$ cat src/hw/rtl/lssf_pkg.sv
// shared types, constants and register indexes for the laser scan shadow filter
// no dependencies; imported by every module of the block
package lssf_pkg;

    localparam int RANGE_W     = 16;
    localparam int INT_W       = 16;
    localparam int MAX_POINTS  = 2048;
    localparam int IDX_W       = $clog2(MAX_POINTS);
    localparam int CFG_IDX_W   = 3;
    localparam int CFG_DATA_W  = 16;
    localparam int QUEUE_DEPTH = 4;
    localparam int QUEUE_AW    = $clog2(QUEUE_DEPTH);
    localparam int TDATA_W     = RANGE_W + INT_W;

    localparam logic [CFG_IDX_W-1:0] REG_RNG_LO     = 3'd0;
    localparam logic [CFG_IDX_W-1:0] REG_RNG_HI     = 3'd1;
    localparam logic [CFG_IDX_W-1:0] REG_MAX_DIST   = 3'd2;
    localparam logic [CFG_IDX_W-1:0] REG_WIN_FIRST  = 3'd3;
    localparam logic [CFG_IDX_W-1:0] REG_WIN_LAST   = 3'd4;
    localparam logic [CFG_IDX_W-1:0] REG_COS_STEP   = 3'd5;
    localparam logic [CFG_IDX_W-1:0] REG_THRESHOLD  = 3'd6;

    localparam logic [RANGE_W-1:0]  RST_RNG_LO    = 16'd0;
    localparam logic [RANGE_W-1:0]  RST_RNG_HI    = 16'd65535;
    localparam logic [RANGE_W-1:0]  RST_MAX_DIST  = 16'd65535;
    localparam logic [IDX_W-1:0]    RST_WIN_FIRST = IDX_W'(0);
    localparam logic [IDX_W-1:0]    RST_WIN_LAST  = IDX_W'(MAX_POINTS - 1);
    localparam logic signed [15:0]  RST_COS_STEP  = 16'sd16383;
    localparam logic [15:0]         RST_THRESHOLD = 16'd64225;

    typedef struct packed {
        logic [RANGE_W-1:0]  rng_lo;
        logic [RANGE_W-1:0]  rng_hi;
        logic [RANGE_W-1:0]  max_dist;
        logic [IDX_W-1:0]    win_first;
        logic [IDX_W-1:0]    win_last;
        logic signed [15:0]  cos_step;
        logic [15:0]         threshold;
    } cfg_t;

    typedef struct packed {
        logic [RANGE_W-1:0] range_mm;
        logic [INT_W-1:0]   intensity;
        logic               valid;
        logic               last;
    } item_t;

    typedef struct packed {
        logic               start;
        logic [RANGE_W-1:0] a;
        logic [RANGE_W-1:0] b;
    } sh_req_t;

    typedef struct packed {
        logic done;
        logic hit;
    } sh_rsp_t;

endpackage

$ cat src/hw/rtl/lssf_front.sv
// front end: accepts input transactions, tracks the sample index, classifies validity
// depends on lssf_pkg; feeds lssf_queue
module lssf_front (
    input  logic                          clk,
    input  logic                          rst_n,
    input  lssf_pkg::cfg_t                cfg,
    input  logic                          s_axis_tvalid,
    output logic                          s_axis_tready,
    input  logic [lssf_pkg::TDATA_W-1:0]  s_axis_tdata,
    input  logic                          s_axis_tuser,
    input  logic                          s_axis_tlast,
    input  logic                          q_full,
    output logic                          push,
    output lssf_pkg::item_t               push_item
);
    import lssf_pkg::*;

    logic [IDX_W-1:0]   idx_reg;
    logic [IDX_W-1:0]   idx_next;
    logic [RANGE_W-1:0] rng;
    logic               valid;

    assign rng           = s_axis_tdata[RANGE_W-1:0];
    assign s_axis_tready = !q_full;
    assign push          = s_axis_tvalid && s_axis_tready;

    assign valid = !s_axis_tuser
                && (rng >= cfg.rng_lo) && (rng <= cfg.rng_hi)
                && (rng <= cfg.max_dist)
                && (idx_reg >= cfg.win_first) && (idx_reg <= cfg.win_last);

    always_comb
    begin
        push_item.range_mm  = rng;
        push_item.intensity = s_axis_tdata[TDATA_W-1:RANGE_W];
        push_item.valid     = valid;
        push_item.last      = s_axis_tlast;
    end

    always_comb
    begin
        idx_next = idx_reg;
        if (push)
        begin
            if (s_axis_tlast)
                idx_next = '0;
            else if (idx_reg != IDX_W'(MAX_POINTS - 1))
                idx_next = idx_reg + 1'b1;
        end
    end

    always_ff @(posedge clk or negedge rst_n)
    begin
        if (!rst_n)
            idx_reg <= '0;
        else
            idx_reg <= idx_next;
    end

endmodule

$ cat config.mk
export PLATFORM = sky130hd
export DESIGN_NAME = lssf_front
export DESIGN_NICKNAME = d
export VERILOG_FILES = /design/src/hw/rtl/lssf_pkg.sv /design/src/hw/rtl/lssf_front.sv
export SDC_FILE = /design/constraint.sdc
export NUM_CORES = 1
export LEC_CHECK = 0
export BUFFER_PORTS_ARGS = -buffer_cell sky130_fd_sc_hd__buf_2
export CELL_PAD_IN_SITES_DETAIL_PLACEMENT = 2
export CELL_PAD_IN_SITES_GLOBAL_PLACEMENT = 2
export CORE_ASPECT_RATIO = 0.7
export CORE_MARGIN = 8
export CORE_UTILIZATION = 22
export CTS_BUF_LIST = sky130_fd_sc_hd__clkbuf_2 sky130_fd_sc_hd__clkbuf_4 sky130_fd_sc_hd__clkbuf_8
export DETAILED_ROUTE_END_ITERATION = 10
export GPL_ROUTABILITY_DRIVEN = 1
export HOLD_SLACK_MARGIN = 0.05
export PLACE_DENSITY = 0.8
export SETUP_SLACK_MARGIN = 0.2
export SYNTH_ARGS = -nofsm -noshare
export SYNTH_HDL_FRONTEND = slang
export SYNTH_SLANG_ARGS = --single-unit
$ cat constraint.sdc
create_clock -name clk -period 2.66 [get_ports clk]
set_input_delay 0.532 -clock clk [delete_from_list [all_inputs] [get_ports clk]]
set_output_delay 0.532 -clock clk [all_outputs]
set_load 0.1 [all_outputs]
# Word level (Yosys, flattened, before mapping)

Index checks and enable logic that the tools add are counted.

$add $sub $neg: 1
Magnitude comparators: 5
Eq/ne operators: 1
Multiplexer cells: 2
Reduce and logical (&&, ||, !) cells: 10

Operators by type and width:

| cell                                          | count |
|---|---|
| less-or-equal comparator 16 bit               | 2 |
| two-way mux 11 bit                            | 2 |
| greater-or-equal comparator 16 bit            | 1 |
| adder 11 x 1 -> 11 bit, second input constant | 1 |
| greater-or-equal comparator 11 bit            | 1 |
| less-or-equal comparator 11 bit               | 1 |
| inequality test 11 bit, second input constant | 1 |
| logical AND 1 bit                             | 6 |
| logical NOT 1 bit                             | 2 |
| AND reduction 2 bit                           | 1 |
| nonzero test 2 bit                            | 1 |

Bits in registers: 11
Input port bits: 140
Output and inout bits: 36
Word-level logic and storage cells: 20

# Depth between registers and ports, before layout

Gate-level depths: netlist of the first run.

Depth after elaboration: 6
Depth in mapped cells: 9
Gate-level depth less buffers: 8

# Worst setup path after synthesis of the first run

No wires, ideal clock.

Kind: input -> register
Start: input q_full
End: register idx_reg[3]
Library setup time: 0.076 ns
Data arrival time: 2.658 ns
Required time: 2.584 ns
Slack: -0.074 ns
Stages on the path: 6
Path buffers: 0
Path through: inv_1 > nand2_1 > inv_1 > nand2b_1 > o31a_1 > o21ai_1

Word-level cells in the longest chain between the ends: 3

Ends and longest elaborated chain:

| what                          | RTL line         | RTL |
|---|---|---|
| from (decl)                   | lssf_front.sv:12 | `input logic q_full,` |
| logical NOT 1 bit             | lssf_front.sv:24 | `assign s_axis_tready = !q_full;` |
| logical AND 1 bit             | lssf_front.sv:25 | `assign push = s_axis_tvalid && s_axis_tready;` |
| via push                      | lssf_front.sv:13 | `output logic push,` |
| AND reduction 2 bit (no line) | --               |  |
| to (signal assigned)          | lssf_front.sv:57 | `idx_reg <= idx_next;` |
| to (decl)                     | lssf_front.sv:18 | `logic [IDX_W-1:0] idx_reg;` |

The timed path passes the listed nets, and every way through them passes these cells.
A chain may end at the register's enable or synchronous reset.

==> summary.md, run 1 <==
| Metric | Value |
|---|---|
| Run status | finished, violations left |
| Failing checks | setup timing |
| Crit Path Max Fanout | 4 |
| DRC errors left | 0 |
| Most common cell after layout, fill and taps aside | buf_2 |
| Req. time, crit path | 2130 ps |
| CTS root buf | clkbuf_8 |
| Inserted Clock Buffers | 3 |
| Clock Tree Buf Depth | 2 |
| All-Layer GR Usage | about 14% |
| Reg2Reg Launch Point | idx_reg[1] |
| Post-synthesis adder-cell area fraction | about a third |
| Crit path time final | roughly 3000 ps |
| TritonCTS clock tree | done |
| Syn Std Cell Area | 2624 um2 |
| Largest register FFs | 11 |
| Largest family of logic cells by synthesized area | adder cells |
| Antenna violations before repair | 0 |
| Hpwl dp | 9.834 mm |
| Row count | 33 |
| Die W | ~150 um |
| Final period util | 112.5% |
| Placed inst area | between 3000 and 4000 um2 |
| R2R Setup Slk | 610 ps |
| Routed vias | about 2,900 |
| DRT iter0 DRCs | 36 |
| Share of cells above drive strength 1 | between 30 and 40% |
| Worst rel slew slack | between 60 and 70% |
| Hold_buf cts | 0 |
| IO Port Bufs | between 100 and 150 |
| Clock Latency Late Sink | 250 ps |
| Drt first pass iters | 4 |
| Mapped Cells | 349 |
| Synth Area per Inst | 7.518 um2 |
| Pwr Total | between 1 and 1.5 mW |
| Synthesized Nets | 560 |
| Vias in the first global route | between 3,000 and 4,000 |
| Mux cell area share after synthesis | less than 1% |
| Flops & latches, synth | 11 |
| Critical path type | in2out |
| Layout Nets | between 600 and 700 |
| Hold Path Class | in2async |
| Unique masters post-synth | 39 |
| Worst Tran Pin Value | ~540 ps |
| Core ar. | 11,690 um2 |
| Finished Cell Area | ~3700 um2 |
| Die ar. | ~16,000 um2 |
| Compound-gate portion of the synthesized area | approximately 17% |
| P_leak | around 2.0 nW |
| Starting Density | about 22% |
| Clock sinks | 11 |
| Skew final | roughly 4 ps |
| Final Max Slew Viols | 0 |
| Final Hold Vio Count | 0 |
| Final GP Congestion | 0.8079 |
| Drt total wl | 11.15 mm |
| P&R area growth vs syn | 42.20% |
| H-tree depth | 1 |
| Cell count after placement | between 600 and 700 |
| R2r worst-path depth | 8 |
| Detail Route Antenna Nets | 0 |
| Worst setup margin | -332.2 ps |
| Most frequent cells in the layout | buf_2 (101), inv_1 (62), ha_1 (62) |
| Layout Cells excl Fill | between 600 and 700 |
| Clk slew on worst S/H paths | about 60 ps |
| Critical Path Start | s_axis_tdata[1] |
| Die height | about 110 um |
| Largest net degree at the start of global routing | 14 |
| Final setup viols | 1 |
| PD cells | ~330 nW/um2 |
| Worst setup EP type | primary output |
| First-pass GRT wire length | between 15 and 20 mm |
| Syn. warnings | 0 |
| Simple-Gate Fraction of Synth Area | around 18% |
| RSZ-0062 raised after global routing | true |
| Sequential fraction of the synthesis area | a little over a tenth |
| Diodes inserted | 0 |
| Post-synthesis xor/xnor area fraction | 0% |
| Max Cap Viol | 0 |
| Critical Path AT | 2460 ps |
| Wire per inst | 17.90 um |
| RR Endpoint | idx_reg[9] |
| IO Count | roughly 180 |
| GRT overflow | 0 |
| Vias per cell | about 4.6 |
| Worst vdd ir | 0.0001859 V |
| Fmax achieved | 334.2 MHz |
| CP startpoint kind | primary input |
final cells by class:
| cell class | instances | area [um2] |
|---|---|---|
| Fill cell | 1373 | 7954 |
| Clock buffer | 3 | 41.29 |
| Clock inverter | 1 | 5.005 |
| Inverter | 71 | 276.5 |
| Tap cell | 157 | 196.4 |
| Sequential cell | 11 | 275.3 |
| Timing Repair Buffer | 149 | 932.1 |
| Multi-Input combinational cell | 231 | 2004 |
worst max-delay path by stage:
stage                         to  slack [ps]  depth (start not counted)
detailed placement  push_item[1]        -420                          9
global placement    push_item[1]        -320                         11
global route        push_item[1]        -420                          9
CTS                 push_item[1]        -260                          9
finish              push_item[1]        -330                          9
floorplan           push_item[1]         120                          8
routing by layer:
layer	share of wire, %	global-route usage [%]	vias up
met3	3.8	2.184	12
met1	42	15.85	1386
met4	1.5	3.150	0
met2	52	27.24	63
met5	0	0	-
li1	-	-	1411
power breakdown:
group          switching, mW  total [mW]  leakage, nW  internal, mW
registers             0.0196       0.215        0.135         0.195
clock network         0.0760       0.180       0.0255         0.104
logic                  0.493       0.834         1.87         0.341
worst max-delay path, stage by stage:
cell and delay, ps:
buf_2 130, ha_1 300, nor2b_1 150, o211ai_1 190, a2111oi_1 150, a211oi_1 330
o2bb2ai_2 120, nor4_4 340, buf_12 210
cell families (layout without fill, tap and decap cells):
group | after synthesis | in the layout
and+or+nand+nor | 86 | 86
AOI/OAI and AO/OA | 72 | 72
muxes | 2 | 2
buffers and inverters | 107 | 224
DFF | 11 | 11
adders and majority gates | 71 | 71
what timing repair did:
item                                    in CTS  in global routing
endpoints found under the setup margin       1                  1
resized for setup                           40                  1
buffers inserted                             5                  0
pin swaps                                   14                  0
synth_stat cells (all sizes together):
cell	n	area (um2)
a211oi	3	22.52
o2bb2ai	1	8.760
buf	34	255.2
o21a	2	15.01
nand2	25	93.84
nand4	11	83.83
a21oi	28	140.1
nor4	6	50.04
o31a	3	26.28
inv	71	266.5
nor3	7	51.30
a221oi	2	17.52
o21ai	17	85.08
nor3b	1	12.51
nand3	14	75.07
o211ai	1	7.510
nor2	14	52.55
o31ai	2	15.01
nand2b	4	25.02
ha	71	888.4
and4	1	8.760
nor2b	3	18.77
dfrtp	11	275.3
a211o	2	17.52
o22ai	1	6.260
a31oi	3	18.77
a2bb2oi	1	8.760
clkbuf	2	7.510
a22oi	1	7.510
o22a	1	8.760
a2111oi	3	26.28
mux2i	2	20.02
a21o	1	7.510
stage by stage:
step | setup WS, ps | hold WS [ps] | util, % | setup TNS (ps)
3_5_place_dp | -419.1 | 427.8 | 29.24 | -419.1
6_report | -332.2 | 151.6 | 31.93 | -332.2
2_1_floorplan | 115.9 | 236.4 | - | 0
3_3_place_gp | -320.4 | 420.9 | 29.24 | -320.4
5_1_grt | -416.7 | 158.2 | 31.93 | -416.7
4_1_cts | -265.0 | 151.9 | 31.92 | -265.0
Power figures use the tool's default switching activity.
==> run 2, diff against run 1 <==
--- a/config.mk
+++ b/config.mk
@@ -12,3 +12,3 @@
 export CORE_MARGIN = 8
-export CORE_UTILIZATION = 22
+export CORE_UTILIZATION = 20
 export CTS_BUF_LIST = sky130_fd_sc_hd__clkbuf_2 sky130_fd_sc_hd__clkbuf_4 sky130_fd_sc_hd__clkbuf_8
@@ -17,3 +17,3 @@
 export HOLD_SLACK_MARGIN = 0.05
-export PLACE_DENSITY = 0.8
+export PLACE_DENSITY = 0.76
 export SETUP_SLACK_MARGIN = 0.2
==> constraint.sdc (replaced) <==
create_clock -name clk -period 2.4 [get_ports clk]
set_input_delay 0.48 -clock clk [delete_from_list [all_inputs] [get_ports clk]]
set_output_delay 0.48 -clock clk [all_outputs]
set_load 0.005 [all_outputs]
==> summary.md, run 2 (synthesized netlist as in run 1, its figures left out) <==
| Metric | Value |
|---|---|
| Run status | finished, violations left (unchanged) |
| Failing checks | setup timing (unchanged) |
| Worst Path Buf+Inv | 2 (unchanged) |
| Crit path time final | ~2800 ps |
| Starting Density | 20.17% (was 22.45%) |
| Max Cap Viol | 0 (unchanged) |
| Detail Route Antenna Nets | 0 (unchanged) |
| Core ar. | 13,010 um2 (was 11,690 um2) |
| Routed length on met1 | 5.109 mm (was 4.727 mm) |
| TritonCTS clock tree | done (unchanged) |
| Most common cell after layout, fill and taps aside | buf_2 (unchanged) |
| Combinational Power Share | 64.6% (was 67.9%) |
| Highest metal used | met4 (unchanged) |
| Final Max Slew Viols | 0 (unchanged) |
| Clk slew on worst S/H paths | 60 ps (about the same) |
| Wire per inst | 17.48 um (was 17.90 um) |
| Crit-path slowest cell | dfrtp_1 (was nor4_4) |
| Part of the power in registers | 18.5% (was 17.5%) |
| Largest net degree at the start of global routing | 13 (was 14) |
| Finished Cell Area | 3831 um2 (was 3731 um2) |
| Final core utilization | 29.46% (was 31.93%) |
| RSZ-0062 raised after global routing | true (unchanged) |
| Hold Path Class | in2async (unchanged) |
| GRT overflow | 0 (unchanged) |
| Skew final | 1.529 ps (was 3.948 ps) |
| DRC errors left | 0 (unchanged) |
| Clock Latency Late Sink | 250 ps (about the same) |
| Final setup viols | 1 (unchanged) |
| TNS Setup | -380.5 ps (was -332.2 ps) |
| Critical Path AT | 2300 ps (was 2460 ps) |
| Worst setup EP type | primary output (unchanged) |
| Die height | 111.8 um (was 107.4 um) |
| Hpwl dp | 9.836 mm (was 9.834 mm) |
| Critical Path Max Stage Delay | 410 ps (was 340 ps) |
| Die W | 152.9 um (was 146.5 um) |
| Drt first pass iters | 4 (unchanged) |
| Inserted Clock Buffers | 3 (unchanged) |
| All-Layer GR Usage | 12.06% (was 14.03%) |
| CTS root buf | clkbuf_8 (unchanged) |
| Share of cells above drive strength 1 | 40.13% (was 39.70%) |
| Hold_ws | 122.0 ps (was 151.6 ps) |
| Clock Tree Buf Depth | 2 (unchanged) |
| Final GP Congestion | 0.8330 (was 0.8079) |
| IO Port Bufs | 111 (unchanged) |
| Worst rel slew slack | 65.14% (was 63.68%) |
| Vias per cell | 4.537 (was 4.610) |
| Clock sinks | 11 (unchanged) |
| Antenna violations before repair | 0 (unchanged) |
| Req. time, crit path | 1920 ps (was 2130 ps) |
| Layout fillers | 1,546 (was 1,373) |
| Routed wl met2 | 5.609 mm (was 5.833 mm) |
| Crit Path Max Fanout | 2 (was 4) |
| H-tree depth | 1 (unchanged) |
| Worst vdd ir | 0.0001640 V (was 0.0001859 V) |
| Most frequent cells in the layout | buf_2 (107), inv_1 (71), ha_1 (61) (was buf_2 (101), inv_1 (62), ha_1 (62)) |
| Layout Nets | 688 (was 678) |
| Worst Tran Pin Value | 509.8 ps (was 543.4 ps) |
| Largest register FFs | 11 (unchanged) |
| Final Hold Vio Count | 0 (unchanged) |
| Row count | 35 (was 33) |
| Multi-input logic area | 2061 um2 (was 2004 um2) |
| Final period util | 115.9% |
| Cells along the critical path | ha_4 -> nand4_1 -> nor4_4 -> nor4_2 -> buf_4 -> a211o_1 -> nor4_2 -> buf_2 (was buf_2 -> ha_1 -> nor2b_1 -> o211ai_1 -> a2111oi_1 -> a211oi_1 -> o2bb2ai_2 -> nor4_4 -> buf_12) |
| First-pass GRT wire length | 16.88 mm (was 17.82 mm) |
| Worst setup margin | -380.5 ps (was -332.2 ps) |
| PD cells | 334.4 nW/um2 (was 329.3 nW/um2) |
| Vias in the first global route | 3,358 (was 3,463) |
| CP most frequent cell | nor4_2 |
| P&R area growth vs syn | 46.02% (was 42.20%) |
| Diodes inserted | 0 (unchanged) |
| Fmax achieved | 359.6 MHz |
| DRT iter0 DRCs | 38 (was 36) |
| Placed inst area | 3457 um2 (was 3417 um2) |
| CP delay by family, top | simple AND/OR/NAND/NOR gates (was compound AO/OA/AOI/OAI gates) |
| Met3 Routed Length | 428 um (was 426 um) |
| Critical path type | reg2out (was in2out) |
| Power share of the clock group | 16.9% (was 14.6%) |
| Drt total wl | 11.22 mm (was 11.15 mm) |
| Die ar. | 17,100 um2 (was 15,730 um2) |
| Sw Pwr | 0.5440 mW (was 0.5889 mW) |
| IO Count | 176 (unchanged) |
| Internal power | 0.7372 mW (was 0.6399 mW) |
| Sw Share | 42.46% (was 47.93%) |
| Register area | 275.3 um2 (unchanged) |
| P_leak | 2.092 nW (was 2.028 nW) |
| CP startpoint kind | flip-flop (was primary input) |
| Routed vias | 2,913 (was 2,872) |
-- run 2: cell types whose count changed in the layout (fill, tap and decap cells not counted), moves of 6 or more --
cell   before  now
buf_4      36   43
inv_2       6    0
inv_1      62   71
buf_2     101  107
-- run 2: routing by layer --
| metal | global-route usage (%) | vias up |
|---|---|---|
| met4 | 1.248 | 0 |
| met3 | 2.283 | 6 |
| met5 | 0 | - |
| met1 | 14.91 | 1409 |
| li1 | - | 1430 |
| met2 | 21.94 | 68 |
-- run 2: worst paths after layout --
path                            slack [ps]           end          from  depth (start not counted)
worst min-delay path                   120    idx_reg[8]         rst_n                          1
worst max register to register         400    idx_reg[0]    idx_reg[1]                          9
min in group clk                       590   idx_reg[10]  s_axis_tlast                          2
max in group asynchronous             2030    idx_reg[1]         rst_n                          1
worst min register to register         650    idx_reg[9]    idx_reg[9]                          3
worst max-delay path                  -380  push_item[1]   idx_reg[10]                          8
-- run 2: power by group through the flow --
stage | combinational [mW] | clock [mW] | sequential [mW]
5_1_grt | 0.919 | 0.226 | 0.242
4_1_cts | 0.781 | 0.218 | 0.238
3_3_place_gp | 0.695 | 0 | 0.237
2_1_floorplan | 0.388 | 0 | 0.268
3_5_place_dp | 0.752 | 0 | 0.241
6_report | 0.827 | 0.217 | 0.237
-- run 2: what timing repair did --
action | 4_1_cts | 5_1_grt
setup endpoints to repair | 1 | 2
hold buffers | 0 | 0
gates resized for setup | 7 | 31
setup buffers | 1 | 6
pin swaps | 2 | 11
-- run 2: cell type report --
cell class,count,area share (%)
clock buffer,4,1.274
inverter,71,6.956
multi-input combinational,231,53.79
sequential,11,7.185
tap,166,5.421
timing repair buffer,159,25.38
-- run 2: per-stage QoR --
stage	setup slack, ps	std cells	power (mW)
after floorplan	54.09	349	0.6562
after global placement	-579.9	631	0.9323
after detailed placement	-569.4	631	0.9933
after CTS	-478.6	636	1.236
after global routing	-503.6	642	1.387
final	-380.5	642	1.281
==> run 3, diff against run 2 <==
- ABC_AREA: not set -> 1
- CORE_UTILIZATION: 20 -> 19
- PLACE_DENSITY: 0.76 -> 0.74
==> summary.md, run 3 <==
| Metric | Value |
|---|---|
| Skew final | 3.401 ps (was 1.529 ps) |
| DRT iter0 DRCs | 57 (was 38) |
| Worst setup margin | 95.02 ps (was -380.5 ps) |
| Mapped Cells | 416 (was 349) |
| Final Hold Vio Count | 0 (unchanged) |
| Most common cell after layout, fill and taps aside | buf_2 (unchanged) |
| Die height | 116.8 um (was 111.8 um) |
| P&R area growth vs syn | 43.55% (was 46.02%) |
| Starting Density | 19.60% (was 20.17%) |
| Clk slew on worst S/H paths | 50 ps (was 60 ps) |
| Critical Path Max Stage Delay | 260 ps (was 410 ps) |
| CP startpoint kind | primary input (was flip-flop) |
| Core ar. | 14,050 um2 (was 13,010 um2) |
| Register area | 284.0 um2 (was 275.3 um2) |
| Wire per inst | 16.28 um (was 17.48 um) |
| TritonCTS clock tree | done (unchanged) |
| Syn Std Cell Area | 2755 um2 (was 2624 um2) |
| Final period util | 96.04% (was 115.9%) |
| Synth Area per Inst | 6.623 um2 (was 7.518 um2) |
| Req. time, crit path | 1920 ps (about the same) |
| Synthesized Nets | 627 (was 560) |
| Prevailing post-synth register cell | dfrtp_1 (unchanged) |
| CP delay by family, top | buffers and inverters (was simple AND/OR/NAND/NOR gates) |
| DRC errors left | 0 (unchanged) |
| Cells along the critical path | buf_12 -> buf_4 -> ha_4 -> nand2_2 -> o21bai_4 -> a21oi_2 -> nor2_1 -> nand2_1 -> nand2_1 -> nor3_2 -> buf_2 (was ha_4 -> nand4_1 -> nor4_4 -> nor4_2 -> buf_4 -> a211o_1 -> nor4_2 -> buf_2) |
| Finished Cell Area | 3955 um2 (was 3831 um2) |
| Syn. warnings | 0 (unchanged) |
| Critical path type | in2out (was reg2out) |
| Largest register FFs | 11 (unchanged) |
| Worst vdd ir | 0.0002081 V (was 0.0001640 V) |
| Crit Path Max Fanout | 3 (was 2) |
| Detail Route Antenna Nets | 0 (unchanged) |
| Place WS | -40.38 ps (was -569.4 ps) |
| Dominant cell type by area after synthesis | ha_1 (unchanged) |
| Clock sinks | 11 (unchanged) |
| Final setup viols | 0 (was 1) |
| Die ar. | 18,670 um2 (was 17,100 um2) |
| Post-synth EDFFs | 0 (unchanged) |
| Critical Path AT | 1820 ps (was 2300 ps) |
| CTS root buf | clkbuf_8 (unchanged) |
| CP most frequent cell | nand2_1 (was nor4_2) |
| All-Layer GR Usage | 11.77% (was 12.06%) |
| Row count | 36 (was 35) |
| Layout fillers | 1,682 (was 1,546) |
| Worst rel slew slack | 78.64% (was 65.14%) |
| Hpwl dp | 9.800 mm (was 9.836 mm) |
| Pwr Total | 0.9861 mW (was 1.281 mW) |
| Worst Path Buf+Inv | 3 (was 2) |
| Worst Tran Pin Value | 320.0 ps (was 509.8 ps) |
| Clock Latency Late Sink | 240 ps (was 250 ps) |
| Fmax achieved | 433.8 MHz (was 359.6 MHz) |
| Routed vias | 2,941 (was 2,913) |
| Hold_buf cts | 0 (unchanged) |
| Largest cells by area after synthesis | ha_1 (32%), inv_1 (12%), nand2_1 (11%) (was ha_1 (34%), dfrtp_1 (10%), inv_1 (10%)) |
| Cell count after placement | 685 (was 631) |
| Antenna violations before repair | 1 (was 0) |
| P_leak | 2.108 nW (was 2.092 nW) |
| Crit-path slowest cell | ha_4 (was dfrtp_1) |
| Worst setup EP type | primary output (unchanged) |
| Die W | 159.9 um (was 152.9 um) |
| Most frequent cell after synthesis | inv_1 |
| Async set-reset flop share out of synthesis | 100.0% (unchanged) |
| Share of cells above drive strength 1 | 41.98% (was 40.13%) |
| Synth top area share | 32.24% (was 33.86%) |
| Post-synth top cells | inv_1 (89), nand2_1 (84), ha_1 (71), buf_4 (34), a21oi_1 (33) (was ha_1 (71), inv_1 (71), buf_4 (34), a21oi_1 (28), nand2_1 (25)) |
| Multi-input logic area | 2295 um2 (was 2061 um2) |
| Run status | finished clean (was finished, violations left) |
| Drt total wl | 11.33 mm (was 11.22 mm) |
| Drt first pass iters | 4 (unchanged) |
| Final GP Congestion | 0.7416 (was 0.8330) |
| IO Port Bufs | 111 (unchanged) |
| Most frequent cells in the layout | buf_2 (96), inv_1 (77), nand2_1 (77) (was buf_2 (107), inv_1 (71), ha_1 (61)) |
| Flops & latches, synth | 11 (unchanged) |
| Final core utilization | 28.14% (was 29.46%) |
| Sequential fraction of the synthesis area | 9.991% (was 10.49%) |
| Inserted Clock Buffers | 3 (unchanged) |
| H-tree depth | 1 (unchanged) |
| Crit path time final | 2305 ps (was 2780 ps) |
| RSZ-0062 raised after global routing | true (unchanged) |
| Max Cap Viol | 0 (unchanged) |
| TNS Setup | 0 ps (was -380.5 ps) |
| Vias in the first global route | 3,461 (was 3,358) |
| Clock Tree Buf Depth | 2 (unchanged) |
| Largest net degree at the start of global routing | 12 (was 13) |
| PD cells | 249.3 nW/um2 (was 334.4 nW/um2) |
| Hold Path Class | in2async (unchanged) |
| Unique masters post-synth | 26 (was 39) |
| Placed inst area | 3308 um2 (was 3457 um2) |
| Hold_ws | 119.5 ps (was 122.0 ps) |
| Vias per cell | 4.226 (was 4.537) |
| Layout Cells excl Fill | 696 (was 642) |
| IO Count | 176 (unchanged) |
| Layout Nets | 717 (was 688) |
| GRT overflow | 0 (unchanged) |
| Final Max Slew Viols | 0 (unchanged) |
| First-pass GRT wire length | 17.73 mm (was 16.88 mm) |
run 3: worst paths after layout:
path                       slack (ps)           end  cells past startpoint        startpoint
setup reg to reg                  630    idx_reg[7]                     12        idx_reg[1]
max in group asynchronous        2040    idx_reg[5]                      1             rst_n
setup / recovery                  100  push_item[1]                     11  s_axis_tdata[11]
hold reg to reg                   610    idx_reg[1]                      2        idx_reg[1]
hold / removal                    120    idx_reg[1]                      1             rst_n
min in group clk                  560    idx_reg[1]                      4      s_axis_tlast
run 3: repair_timing:
action                     4_1_cts  5_1_grt
buffers inserted                 4        2
pin swaps                       23       21
gates resized for setup         58       50
setup endpoints to repair        1        1
run 3: where the power goes:
| group | internal (mW) | leakage [nW] | switching [mW] | total (mW) |
|---|---|---|---|---|
| combinational | 0.263 | 1.94 | 0.306 | 0.569 |
| sequential | 0.198 | 0.140 | 0.0174 | 0.215 |
| clock | 0.128 | 0.0262 | 0.0737 | 0.202 |
| total | 0.589 | 2.11 | 0.397 | 0.986 |
run 3: kinds of logic after synthesis:
group | synth area share, %
adder cells (fa/ha/maj) | 32.24
AO/OA/AOI/OAI | 10.17
AND/OR/NAND/NOR | 25.25
buffers and inverters | 22.34
flip-flops | 9.991
run 3: area by class of cell:
cell class	instances	area share (%)
multi-input combinational	275	58.02
timing repair buffer	119	18.38
inverter	96	9.111
sequential	11	7.181
tap	190	6.011
clock buffer	4	1.234
antenna	1	0.06327
run 3: layer usage:
metal  global-route usage (%)  vias to the layer above  wire [um]  part of all wire [%]
li1                         -                     1475          -                     -
met1                    14.18                     1415       4901                    43
met2                    21.92                       43       5914                    52
met3                    2.113                        8        412                   3.6
met4                    1.923                        0        100                  0.88
met5                        0                        -          0                     0
run 3: worst register-to-register path: stages, from the launching register on:
cell,delay (ps)
dfrtp_2,420
ha_1,230
nand3_2,120
nor2_2,160
inv_2,80
nor2_4,110
nand2_4,90
nand2_8,90
nand2_4,100
nand2_2,100
nand2_1,60
nand2_1,70
nor2_2,30
